<file path="config.mk">
export PLATFORM = sky130hd
export DESIGN_NAME = signed_int_to_radix_ascii
export DESIGN_NICKNAME = d
export VERILOG_FILES = /design/src/itoa_pkg.sv /design/src/signed_int_to_radix_ascii.sv /design/src/itoa_ram.sv /design/src/itoa_ctrl.sv /design/src/itoa_dp.sv
export SDC_FILE = /design/constraint.sdc
export NUM_CORES = 1
export LEC_CHECK = 0
export BUFFER_PORTS_ARGS = -buffer_cell sky130_fd_sc_hd__buf_4
export CORE_MARGIN = 4
export CORE_UTILIZATION = 55
export CTS_CLUSTER_DIAMETER = 120
export DETAILED_ROUTE_END_ITERATION = 12
export GPL_TIMING_DRIVEN = 0
export HOLD_SLACK_MARGIN = 0.12
export PLACE_DENSITY = 0.74
export SYNTH_ARGS = -nofsm -noshare
export SYNTH_HDL_FRONTEND = slang
export SYNTH_SLANG_ARGS = --single-unit
export TNS_END_PERCENT = 50
</file>
<file path="constraint.sdc">
create_clock -name clk -period 14.4 [get_ports clk]
set_clock_uncertainty 0.15 [all_clocks]
set_input_delay 1.44 -clock clk [delete_from_list [all_inputs] [get_ports clk]]
set_output_delay 1.44 -clock clk [all_outputs]
set_load 0.02 [all_outputs]
</file>
<file path="src/itoa_pkg.sv">
// Shared types, constants and the digit glyph table for the radix text converter.
package itoa_pkg;

    // Radix register bounds and reset value
    localparam int RADIX_W = 5;
    localparam logic [RADIX_W-1:0] MIN_RADIX   = 5'd2;
    localparam logic [RADIX_W-1:0] MAX_RADIX   = 5'd16;
    localparam logic [RADIX_W-1:0] RADIX_RESET = 5'd10;

    // Field widths
    localparam int NUMBER_W = 32;
    localparam int CHAR_W   = 7;
    localparam int DIGIT_W  = 4;

    // Quotient bits retired by the divider in one cycle
    localparam int DIV_BITS = 8;

    // Special characters
    localparam logic [CHAR_W-1:0] CHAR_NUL   = 7'h00;
    localparam logic [CHAR_W-1:0] CHAR_MINUS = 7'h2d;

    // Source of the character loaded into the output register
    typedef enum logic [1:0] {
        SEL_NONE,
        SEL_SIGN,
        SEL_DIGIT,
        SEL_NUL
    } out_sel_t;

    // Commands from the controller to the datapath
    typedef struct packed {
        logic     load;
        logic     div_step;
        logic     digit_done;
        logic     advance;
        out_sel_t sel;
    } itoa_cmd_t;

    // Status from the datapath to the controller
    typedef struct packed {
        logic radix_ok;
        logic neg;
        logic q_zero;
        logic idx_zero;
        logic out_free;
    } itoa_status_t;

    // Map a digit value to its lower-case ASCII glyph
    function automatic logic [CHAR_W-1:0] glyph(input logic [DIGIT_W-1:0] d);
        logic [CHAR_W-1:0] c;
        case (d)
            4'h0: c = 7'h30;
            4'h1: c = 7'h31;
            4'h2: c = 7'h32;
            4'h3: c = 7'h33;
            4'h4: c = 7'h34;
            4'h5: c = 7'h35;
            4'h6: c = 7'h36;
            4'h7: c = 7'h37;
            4'h8: c = 7'h38;
            4'h9: c = 7'h39;
            4'ha: c = 7'h61;
            4'hb: c = 7'h62;
            4'hc: c = 7'h63;
            4'hd: c = 7'h64;
            4'he: c = 7'h65;
            4'hf: c = 7'h66;
            default: c = 7'h30;
        endcase
        return c;
    endfunction

endpackage

</file>
<file path="src/signed_int_to_radix_ascii.sv">
// Top level of the signed integer to radix ASCII text converter.
// Converts one signed VALUE_WIDTH-bit integer per item into ASCII text in
// the base held by the radix register (2 to 16, reset 10), one character
// per result: an optional '-', the digits most significant first in
// '0'-'9' and 'a'-'f', then a NUL with last set. An out-of-range radix
// gives only the NUL. One item is converted at a time; the next item is
// taken once the NUL has been loaded into the output register, while it
// still waits to be taken. Each digit takes one full pass of the shared
// restoring divider over the magnitude, which retires eight quotient bits
// per cycle, and each character is read out of the registered digit
// buffer.
module signed_int_to_radix_ascii import itoa_pkg::*; #(
    parameter int VALUE_WIDTH = 32
) (
    input  logic                clk,
    input  logic                rst_n,
    input  logic                cfg_we,
    input  logic [RADIX_W-1:0]  cfg_data,
    input  logic                in_valid,
    output logic                in_stall,
    input  logic [NUMBER_W-1:0] number,
    output logic                out_valid,
    input  logic                out_stall,
    output logic [CHAR_W-1:0]   character,
    output logic                last
);

    itoa_cmd_t    cmd;
    itoa_status_t status;

    itoa_ctrl #(
        .VALUE_WIDTH (VALUE_WIDTH)
    ) u_ctrl (
        .clk      (clk),
        .rst_n    (rst_n),
        .in_valid (in_valid),
        .in_stall (in_stall),
        .status   (status),
        .cmd      (cmd)
    );

    itoa_dp #(
        .VALUE_WIDTH (VALUE_WIDTH)
    ) u_dp (
        .clk       (clk),
        .rst_n     (rst_n),
        .cfg_we    (cfg_we),
        .cfg_data  (cfg_data),
        .number    (number),
        .cmd       (cmd),
        .status    (status),
        .out_valid (out_valid),
        .out_stall (out_stall),
        .character (character),
        .last      (last)
    );

    // An accepted item keeps the input side closed until its run is queued
    a_busy_after_accept: assert property (@(posedge clk) disable iff (!rst_n)
        (in_valid && !in_stall) |=> in_stall)
        else $error("input accepted again right after an item");

    // The end marker is always the NUL character
    a_last_is_nul: assert property (@(posedge clk) disable iff (!rst_n)
        (out_valid && last) |-> (character == CHAR_NUL))
        else $error("last set on a non-NUL character");

    // No divider step and no output load while the block takes a new item
    a_no_div_when_open: assert property (@(posedge clk) disable iff (!rst_n)
        !in_stall |-> !cmd.div_step && (cmd.sel == SEL_NONE))
        else $error("datapath busy while input is open");

endmodule

</file>
<file path="src/itoa_ram.sv">
// Generic single-write, single-read RAM with registered read data.
module itoa_ram #(
    parameter int WIDTH = 4,
    parameter int DEPTH = 32
) (
    input  logic                     clk,
    input  logic                     we,
    input  logic [$clog2(DEPTH)-1:0] waddr,
    input  logic [WIDTH-1:0]         wdata,
    input  logic [$clog2(DEPTH)-1:0] raddr,
    output logic [WIDTH-1:0]         rdata
);

    logic [WIDTH-1:0] mem [DEPTH];
    logic [WIDTH-1:0] rdata_reg;

    // Write port
    always_ff @(posedge clk)
    begin
        if (we)
        begin
            mem[waddr] <= wdata;
        end
    end

    // Registered read port
    always_ff @(posedge clk)
    begin
        rdata_reg <= mem[raddr];
    end

    assign rdata = rdata_reg;

endmodule

</file>
<file path="src/itoa_ctrl.sv">
// Controller state machine: sequences division, digit readback and character output.
module itoa_ctrl import itoa_pkg::*; #(
    parameter int VALUE_WIDTH = 32
) (
    input  logic         clk,
    input  logic         rst_n,
    input  logic         in_valid,
    output logic         in_stall,
    input  itoa_status_t status,
    output itoa_cmd_t    cmd
);

    localparam int NCHUNK = (VALUE_WIDTH + DIV_BITS - 1) / DIV_BITS;
    localparam int CW     = (NCHUNK > 1) ? $clog2(NCHUNK) : 1;

    typedef enum logic [2:0] {
        ST_IDLE,
        ST_DIV,
        ST_PREP,
        ST_SIGN,
        ST_DIGIT,
        ST_TERM
    } state_t;

    state_t          state_reg, state_next;
    logic [CW-1:0]   chunk_reg, chunk_next;
    logic            chunk_last;

    assign chunk_last = (chunk_reg == CW'(NCHUNK - 1));
    assign in_stall   = (state_reg != ST_IDLE);

    // Next state and commands
    always_comb
    begin
        state_next     = state_reg;
        chunk_next     = chunk_reg;
        cmd.load       = 1'b0;
        cmd.div_step   = 1'b0;
        cmd.digit_done = 1'b0;
        cmd.advance    = 1'b0;
        cmd.sel        = SEL_NONE;
        case (state_reg)
            ST_IDLE:
            begin
                chunk_next = '0;
                if (in_valid)
                begin
                    cmd.load   = 1'b1;
                    state_next = status.radix_ok ? ST_DIV : ST_TERM;
                end
            end
            ST_DIV:
            begin
                cmd.div_step = 1'b1;
                if (chunk_last)
                begin
                    cmd.digit_done = 1'b1;
                    chunk_next     = '0;
                    if (status.q_zero)
                    begin
                        state_next = ST_PREP;
                    end
                end
                else
                begin
                    chunk_next = chunk_reg + 1'b1;
                end
            end
            ST_PREP:
            begin
                // wait here while the top digit is read out of the registered buffer
                state_next = status.neg ? ST_SIGN : ST_DIGIT;
            end
            ST_SIGN:
            begin
                if (status.out_free)
                begin
                    cmd.sel    = SEL_SIGN;
                    state_next = ST_DIGIT;
                end
            end
            ST_DIGIT:
            begin
                if (status.out_free)
                begin
                    cmd.sel = SEL_DIGIT;
                    if (status.idx_zero)
                    begin
                        state_next = ST_TERM;
                    end
                    else
                    begin
                        cmd.advance = 1'b1;
                    end
                end
            end
            ST_TERM:
            begin
                if (status.out_free)
                begin
                    cmd.sel    = SEL_NUL;
                    state_next = ST_IDLE;
                end
            end
            default:
            begin
                state_next = ST_IDLE;
            end
        endcase
    end

    // Hold state
    always_ff @(posedge clk or negedge rst_n)
    begin
        if (!rst_n)
        begin
            state_reg <= ST_IDLE;
            chunk_reg <= '0;
        end
        else
        begin
            state_reg <= state_next;
            chunk_reg <= chunk_next;
        end
    end

endmodule

</file>
<file path="src/itoa_dp.sv">
// Datapath: radix register, magnitude, digit divider, digit buffer and output register.
module itoa_dp import itoa_pkg::*; #(
    parameter int VALUE_WIDTH = 32
) (
    input  logic                clk,
    input  logic                rst_n,
    input  logic                cfg_we,
    input  logic [RADIX_W-1:0]  cfg_data,
    input  logic [NUMBER_W-1:0] number,
    input  itoa_cmd_t           cmd,
    output itoa_status_t        status,
    output logic                out_valid,
    input  logic                out_stall,
    output logic [CHAR_W-1:0]   character,
    output logic                last
);

    localparam int NCHUNK = (VALUE_WIDTH + DIV_BITS - 1) / DIV_BITS;
    localparam int PAD_W  = NCHUNK * DIV_BITS;
    localparam int AW     = $clog2(VALUE_WIDTH);

    logic [RADIX_W-1:0]     radix_reg;
    logic [VALUE_WIDTH-1:0] value;
    logic [VALUE_WIDTH-1:0] mag;
    logic                   neg_reg;
    logic [PAD_W-1:0]       div_reg, div_next;
    logic [DIGIT_W-1:0]     rem_reg, rem_next;
    logic [AW-1:0]          wr_ptr_reg, idx_reg;
    logic [AW-1:0]          raddr;
    logic [DIGIT_W-1:0]     ram_rdata;
    logic                   out_valid_reg;
    logic [CHAR_W-1:0]      char_reg;
    logic                   last_reg;
    logic                   out_free;

    // Fit the input field to the working width
    generate
        if (VALUE_WIDTH <= NUMBER_W)
        begin : g_trunc
            assign value = number[VALUE_WIDTH-1:0];
        end
        else
        begin : g_ext
            assign value = {{(VALUE_WIDTH - NUMBER_W){1'b0}}, number};
        end
    endgenerate

    // Magnitude without overflow: the most negative value maps to its unsigned form
    assign mag = value[VALUE_WIDTH-1] ? (~value + 1'b1) : value;

    // Radix register
    always_ff @(posedge clk or negedge rst_n)
    begin
        if (!rst_n)
        begin
            radix_reg <= RADIX_RESET;
        end
        else if (cfg_we)
        begin
            radix_reg <= cfg_data;
        end
    end

    // Retire DIV_BITS quotient bits by restoring division
    always_comb
    begin
        logic [RADIX_W-1:0] t;
        div_next = div_reg;
        rem_next = rem_reg;
        for (int j = 0; j < DIV_BITS; j++)
        begin
            t        = {rem_next, div_next[PAD_W-1]};
            div_next = {div_next[PAD_W-2:0], 1'b0};
            if (t >= radix_reg)
            begin
                rem_next    = DIGIT_W'(t - radix_reg);
                div_next[0] = 1'b1;
            end
            else
            begin
                rem_next = t[DIGIT_W-1:0];
            end
        end
    end

    // Dividend, remainder and digit pointers
    always_ff @(posedge clk)
    begin
        if (cmd.load)
        begin
            div_reg    <= PAD_W'(mag);
            rem_reg    <= '0;
            neg_reg    <= value[VALUE_WIDTH-1];
            wr_ptr_reg <= '0;
        end
        else if (cmd.div_step)
        begin
            div_reg <= div_next;
            rem_reg <= cmd.digit_done ? '0 : rem_next;
            if (cmd.digit_done)
            begin
                wr_ptr_reg <= wr_ptr_reg + 1'b1;
                idx_reg    <= wr_ptr_reg;
            end
        end
        else if (cmd.advance)
        begin
            idx_reg <= idx_reg - 1'b1;
        end
    end

    // Read ahead one entry when the current digit is taken
    assign raddr = cmd.advance ? (idx_reg - 1'b1) : idx_reg;

    // Digit buffer, least significant digit at entry zero
    itoa_ram #(
        .WIDTH (DIGIT_W),
        .DEPTH (VALUE_WIDTH)
    ) u_digits (
        .clk   (clk),
        .we    (cmd.digit_done),
        .waddr (wr_ptr_reg),
        .wdata (rem_next),
        .raddr (raddr),
        .rdata (ram_rdata)
    );

    // Output register
    assign out_free = !out_valid_reg || !out_stall;

    always_ff @(posedge clk or negedge rst_n)
    begin
        if (!rst_n)
        begin
            out_valid_reg <= 1'b0;
        end
        else if (cmd.sel != SEL_NONE)
        begin
            out_valid_reg <= 1'b1;
        end
        else if (!out_stall)
        begin
            out_valid_reg <= 1'b0;
        end
    end

    always_ff @(posedge clk)
    begin
        case (cmd.sel)
            SEL_SIGN:
            begin
                char_reg <= CHAR_MINUS;
                last_reg <= 1'b0;
            end
            SEL_DIGIT:
            begin
                char_reg <= glyph(ram_rdata);
                last_reg <= 1'b0;
            end
            SEL_NUL:
            begin
                char_reg <= CHAR_NUL;
                last_reg <= 1'b1;
            end
            default:
            begin
                char_reg <= char_reg;
                last_reg <= last_reg;
            end
        endcase
    end

    assign out_valid = out_valid_reg;
    assign character = char_reg;
    assign last      = last_reg;

    // Status to the controller
    assign status.radix_ok = (radix_reg >= MIN_RADIX) && (radix_reg <= MAX_RADIX);
    assign status.neg      = neg_reg;
    assign status.q_zero   = (div_next == '0);
    assign status.idx_zero = (idx_reg == '0);
    assign status.out_free = out_free;

endmodule
</file>
# Yosys cells after proc, flatten, opt, wreduce, memory -nomap -nowiden
# Memories as Yosys holds them, arrays and structs flattened. A register that Yosys moved wholly into a read port is not among the register bits.
# Cells that the tools add are included.
word_totals:
  wordCells: 123
  regBits: 66
  memories: 2
  output_inout_bits: 10
  mem_bits_ro: 96
  mem_bits_rw: 128
memory_table:
  columns: ["memory", "words", "word_bits", "rd", "rd_ports_with_merged_regs", "write_ports", "line_no", "rtl"]
  rows:
  - ["u_dp.u_digits.mem", 32, 4, 1, 1, 1, "itoa_ram.sv:14", "logic [WIDTH-1:0] mem [DEPTH];"]
  - ["(name not given)", 16, 6, 1, 0, 0, "itoa_pkg.sv:51", "case (d)"]
classes:
  magnitude_cmp: 10
  reduce_logical: 17
  mux: 51
  n_bitwise: 2
  eq_ne: 18
  add_sub_neg: 12
ops:
  columns: ["operator", "n"]
  rows:
  - ["32-bit two-way mux", 3]
  - ["5-bit >= comparator", 8]
  - ["4-bit two-way mux", 9]
  - ["32-bit by 1-bit adder with 32-bit output, second input constant", 1]
  - ["32-bit zero test", 1]
  - ["32-bit inverter", 1]
  - ["4-bit subtractor", 8]
  - ["3-bit two-way mux", 10]
  - ["7-bit one-hot mux with 3 select lines", 1]
  - ["1-bit two-way mux", 18]
  - ["3-bit one-hot mux with 6 select lines", 1]
  - ["5-bit two-way mux", 3]
  - ["2-bit by 1-bit inequality test with 1-bit output, second input constant", 6]
  - ["2-bit nonzero test", 4]
  - ["7-bit AND reduction", 1]
  - ["2-bit equality test, second input constant", 3]
  - ["3-bit by 2-bit equality test with 1-bit output, second input constant", 2]
  - ["3-bit equality test, second input constant", 2]
  - ["2-bit two-way mux", 3]
  - ["2-bit inequality test, second input constant", 3]
  - ["2-bit one-hot mux with 3 select lines", 1]
  - ["3-bit nonzero test", 2]
  - ["5-bit by 1-bit adder with 5-bit output, second input constant", 1]
  - ["5-bit by 2-bit >= comparator with 1-bit output, second input constant", 1]
  - ["15 further kinds", 17]

# Depth between registers and ports, before layout
logic_depth:
  word_depth: 20
  mapped_depth: 54

# Hierarchy
# From an unflattened synthesis, not the netlist that was laid out.
unflattened:
  cells_unflattened: 839
  hier_area_um2: 10662.7
modules_own_cells:
  columns: ["mod", "area_per_inst_um2", "n_inst", "cells_per_inst"]
  rows:
  - ["itoa_ram", 5138.7, 1, 231]
  - ["itoa_dp", 5122.4, 1, 558]
  - ["itoa_ctrl", 401.6, 1, 50]

# Least setup slack after synthesis
# Ideal clock, no wire load.
synth_path:
  path_type: "register to register"
  startpoint: "register u_dp.radix_reg[1]"
  endpoint: "memory u_dp.u_digits.mem[0][3], data pin"
  stages_incl_launch_ff: 50
  t_arrival_ns: 11.562
  setup_slack_ns: 2.234
  required_time_ns: 13.796
  cell_sequence: "dfstp_2 inv_1 ha_1 a21o_1 a21oi_1 o21ai_1 mux2_2 inv_1 ha_1 a21o_1 a21oi_1 o21a_1 mux2i_1 ha_1 a21o_1 a21oi_1 o21ai_1 o21ai_0 (+14 left out) nor2b_1 o21a_1 o211ai_1 and2_1 clkbuf_1 nor2_1 a211o_1 ha_1 nand2_1 o21ai_1 mux2_2 inv_1 ha_1 a21o_1 a21oi_1 o21ai_0 clkbuf_1 o21ai_0"
synth_via:
  elab_chain_len: 16
  word_cells_on_any_way: 24
  cone_classes: "add/sub (8); order compare (8); mux (8)"
synth_rtl:
  columns: ["element", "line_no", "rtl"]
  rows:
  - ["from (decl)", "itoa_dp.sv:22", "logic [RADIX_W-1:0] radix_reg;"]
  - ["from (signal assigned)", "itoa_dp.sv:60", "radix_reg <= cfg_data;"]
  - ["4-bit subtractor or 5-bit >= comparator (tied branches)", "itoa_dp.sv:76, itoa_dp.sv:74", null]
  - ["4-bit two-way mux", "itoa_dp.sv:74", "if (t >= radix_reg)"]
  - ["4-bit subtractor or 5-bit >= comparator (tied branches)", "itoa_dp.sv:76, itoa_dp.sv:74", null]
  - ["4-bit two-way mux", "itoa_dp.sv:74", null]
  - ["4-bit subtractor or 5-bit >= comparator (tied branches)", "itoa_dp.sv:76, itoa_dp.sv:74", null]
  - ["4-bit two-way mux", "itoa_dp.sv:74", null]
  - ["5-bit >= comparator or 4-bit subtractor (tied branches)", "itoa_dp.sv:74, itoa_dp.sv:76", null]
  - ["4-bit two-way mux", "itoa_dp.sv:74", null]
  - ["4-bit subtractor or 5-bit >= comparator (tied branches)", "itoa_dp.sv:76, itoa_dp.sv:74", null]
  - ["4-bit two-way mux", "itoa_dp.sv:74", null]
  - ["4-bit subtractor or 5-bit >= comparator (tied branches)", "itoa_dp.sv:76, itoa_dp.sv:74", null]
  - ["4-bit two-way mux", "itoa_dp.sv:74", null]
  - ["5-bit >= comparator or 4-bit subtractor (tied branches)", "itoa_dp.sv:74, itoa_dp.sv:76", null]
  - ["4-bit two-way mux", "itoa_dp.sv:74", null]
  - ["4-bit subtractor or 5-bit >= comparator (tied branches)", "itoa_dp.sv:76, itoa_dp.sv:74", null]
  - ["4-bit two-way mux (*)", "itoa_dp.sv:74", null]
  - ["named net u_dp.rem_next[3]", "itoa_dp.sv:27", "logic [DIGIT_W-1:0] rem_reg, rem_next;"]
  - ["to (decl)", "itoa_ram.sv:14", null]
# Mark *: on every way through the listed nets, which the timed path passes. The rest lies on a longest branch.

# Worst setup path in the final report
layout_path:
  startpoint: "register u_dp.radix_reg[1]"
  endpoint: "memory u_dp.u_digits.mem[3][0], data pin"
layout_via:
  elab_chain_len: 16
  word_cells_on_any_way: 23
  cone_classes: "add/sub (7); order compare (8); mux (8)"
layout_rtl:
  columns: ["element", "line_no"]
  rows:
  - ["4-bit subtractor or 5-bit >= comparator (tied branches)", "itoa_dp.sv:76, itoa_dp.sv:74"]
  - ["4-bit two-way mux", "itoa_dp.sv:74"]
  - ["4-bit subtractor or 5-bit >= comparator (tied branches)", "itoa_dp.sv:76, itoa_dp.sv:74"]
  - ["4-bit two-way mux", "itoa_dp.sv:74"]
  - ["4-bit subtractor or 5-bit >= comparator (tied branches)", "itoa_dp.sv:76, itoa_dp.sv:74"]
  - ["4-bit two-way mux", "itoa_dp.sv:74"]
  - ["5-bit >= comparator or 4-bit subtractor (tied branches)", "itoa_dp.sv:74, itoa_dp.sv:76"]
  - ["4-bit two-way mux", "itoa_dp.sv:74"]
  - ["4-bit subtractor or 5-bit >= comparator (tied branches)", "itoa_dp.sv:76, itoa_dp.sv:74"]
  - ["4-bit two-way mux", "itoa_dp.sv:74"]
  - ["4-bit subtractor or 5-bit >= comparator (tied branches)", "itoa_dp.sv:76, itoa_dp.sv:74"]
  - ["4-bit two-way mux", "itoa_dp.sv:74"]
  - ["4-bit subtractor or 5-bit >= comparator (tied branches)", "itoa_dp.sv:76, itoa_dp.sv:74"]
  - ["4-bit two-way mux", "itoa_dp.sv:74"]
  - ["5-bit >= comparator (*)", "itoa_dp.sv:74"]
  - ["4-bit two-way mux (*)", "itoa_dp.sv:74"]
  - ["named net u_dp.rem_next[0]", "itoa_dp.sv:27"]
# Marks and branches as above.

==> impl_metrics.json <==
{
  "status": "complete, no violations",
  "setup_ws_ps": 939,
  "port_buffers": 50,
  "r2r-end": "u_dp.u_digits.mem[3][0]",
  "fin_util_pct": 63.8,
  "worstPathRequired_ps": 14410,
  "async_reset_ff_share_pct": 5.56,
  "dp_hpwl_um": 17300,
  "nets": 1152,
  "ys.flop_type": "edfxtp_1",
  "vias": 7854,
  "start_util_pct": 56.3,
  "die_w_um": 147,
  "worstSetupPathType": "flop to flop",
  "cts_max_path_buffers": 2,
  "gp_congestion": 0.894,
  "synth-seq-area-share_pct": 54.3,
  "crit_fanout": 17,
  "max_freq_mhz": 74.3,
  "cts_root_buffer": "clkbuf_16",
  "startpoint_type": "flop",
  "layout_commonest_cell": "edfxtp_1",
  "yosys_register_bits": 198,
  "place_ws_ps": 24.4,
  "grt_max_degree": 34,
  "crit_slowest_cell": "dfstp_2",
  "die_y_um": 147,
  "grt-ovfl-total": 0,
  "fp-row-count": 50,
  "drive_gt1_share_pct": 11.4,
  "clk_pin_slew_ps": 70,
  "post-cts-setup-buffers": 0,
  "r2r_cells": 51,
  "cts_hold_buf": 0,
  "layout_worst_path_cycle_share_pct": 93.5,
  "fill_cells": 1457,
  "core_area_mm2": 0.0188,
  "clock_latency_ps": 440,
  "drc": 0,
  "hold_violations": 0,
  "post_drt_via_cell_ratio": 5.92,
  "grt_pass1_vias": 7663,
  "end_kind": "flop",
  "synthCells": 981,
  "hold_end": "u_dp.rem_reg[3]",
  "maxCapViolations": 0,
  "postRouteWirelength_um": 24500,
  "synth.distinct_cells": 61,
  "crit_family": "compound AO/OA/AOI/OAI gates",
  "worst_slew_pin_slew_ps": 1200,
  "rsz0062_at_grt": "false",
  "maxSlewViolCount": 0,
  "worstHoldStart": "u_dp.rem_reg[3]",
  "slew_headroom_pct": 19.8,
  "path_buf_inv": 8,
  "synth_warnings": 0,
  "finalSetupViolations": 0,
  "layout_common_cells": "174 x edfxtp_1, 167 x nand2_1, 76 x nor2_1",
  "cts-buffers-inserted": 17,
  "die_area_mm2": 0.0216,
  "grt_use_total_pct": 22.9,
  "r2r_slack_ps": 940,
  "synth_edf_count": 174,
  "synth.avg_cell_area_um2": 10.8,
  "first_iter_violations": 691,
  "antenna_found_initial": 0,
  "syn_nets": 1080,
  "r2r_start": "u_dp.radix_reg[1]",
  "firstDrtPassIters": 8,
  "pin_count": 52,
  "cpPeakStageDelay_ps": 780,
  "hold_path.class": "flop to flop",
  "largest_reg_flops": 128,
  "grt_pass1_wl_um": 39400,
  "fin_tns_setup_ps": 0,
  "h-tree-depth": 4,
  "n_antenna_cell": 0,
  "netlist_area_mm2": 0.0106,
  "cts_tree": "done",
  "crit_arrival_ps": 13480,
  "min_period_ps": 13460,
  "hold_ws_ps": 342,
  "cts.sinks": 198,
  "hold_depth": 2,
  "wire_per_inst_um": 18.4,
  "area_growth_pct": 13.3,
  "drtAntennaViolNets": 0
}
## worst reg2reg max path, delay by kind of cell, from the launching register on
family                     cells  cell delay [ps]
AOI/OAI and AO/OA             26             6020
adders and majority gates      8             2440
buffers and inverters          8             1980
DFF                            1              780
and+or+nand+nor                6              710
muxes                          3             1110
## how the worst max path moves through the flow
stage | slack [ps] | start | to | cells after the start
2_1_floorplan | 2230 | u_dp.radix_reg[1] | u_dp.u_digits.mem[0][3] | 49
3_3_place_gp | -1690 | u_dp.radix_reg[1] | u_dp.u_digits.mem[5][3] | 50
3_5_place_dp | 20 | u_dp.radix_reg[1] | u_dp.u_digits.mem[3][2] | 51
4_1_cts | 200 | u_dp.radix_reg[1] | u_dp.u_digits.mem[31][0] | 51
5_1_grt | 30 | u_dp.radix_reg[1] | u_ctrl.state_reg[2] | 51
6_report | 940 | u_dp.radix_reg[1] | u_dp.u_digits.mem[3][0] | 51
## kinds of logic (layout without fill, tap and decap cells)
| logic type | Yosys count | after routing | share of synthesized area (%) |
|---|---|---|---|
| adder cells (fa/ha/maj) | 57 | 57 | 7.29 |
| AO/OA/AOI/OAI | 193 | 194 | 11.5 |
| buffers and inverters | 85 | 169 | 3.07 |
| XOR/XNOR | 51 | 51 | 4.21 |
| flip-flops | 198 | 198 | 54.3 |
| multiplexers | 43 | 43 | 4.18 |
| AND/OR/NAND/NOR | 354 | 354 | 15.4 |
## synthesized netlist by cell type (all sizes together) (5+ instances only)
cell / count / area (µm²)
nor4: 20 / 146
a21o: 16 / 120
o21ai: 54 / 270
a21oi: 50 / 250
nand4: 6 / 37.5
dfxtp: 13 / 260
mux2: 10 / 113
edfxtp: 174 / 5230
xnor2: 16 / 140
nand2: 167 / 627
xor2: 35 / 307
a211o: 5 / 43.8
ha: 49 / 613
o31ai: 11 / 82.6
a31oi: 14 / 87.6
mux2i: 33 / 330
fa: 8 / 160
o41ai: 7 / 61.3
nand3: 30 / 150
nor3: 7 / 35.0
nand2b: 13 / 88.8
inv: 46 / 173
a32oi: 13 / 114
and2: 5 / 31.3
dfrtp: 9 / 225
clkbuf: 32 / 120
o22ai: 5 / 31.3
buf: 7 / 32.5
nor2: 77 / 289
## metal layers
layer	vias to the layer above	wire length (µm)	GRT usage, %
met5	-	0	0
met1	3739	10800	32.9
met4	0	453	6.35
met3	41	1920	4.29
li1	3735	-	-
met2	339	11300	36.1
## metrics by stage
| step | cells | instance area (µm²) |
|---|---|---|
| 3_3_place_gp | 1291 | 11300 |
| 5_1_grt | 1326 | 12000 |
| 2_1_floorplan | 981 | 10600 |
| 3_5_place_dp | 1293 | 11400 |
| 4_1_cts | 1325 | 12000 |
| 6_report | 1326 | 12000 |
## repair_timing
item	CTS	global route
setup endpoints to repair	32	134
cloned	0	1
resized for setup	1	10
## area by class of cell
| cell class | instances | area, µm² | share of cell area (%) |
|---|---|---|---|
| Tap cell | 260 | 325 | 2.71 |
| Clock inverter | 15 | 174 | 1.45 |
| Clock buffer | 17 | 425 | 3.54 |
| Inverter | 46 | 173 | 1.44 |
| Sequential cell | 198 | 5760 | 48.0 |
| Timing Repair Buffer | 52 | 423 | 3.52 |
| Buffer | 39 | 154 | 1.28 |
| Multi-Input combinational cell | 699 | 4580 | 38.1 |
Power is not shown: default switching activity piles up to over one toggle a cycle in this logic, so the estimate is an artifact.
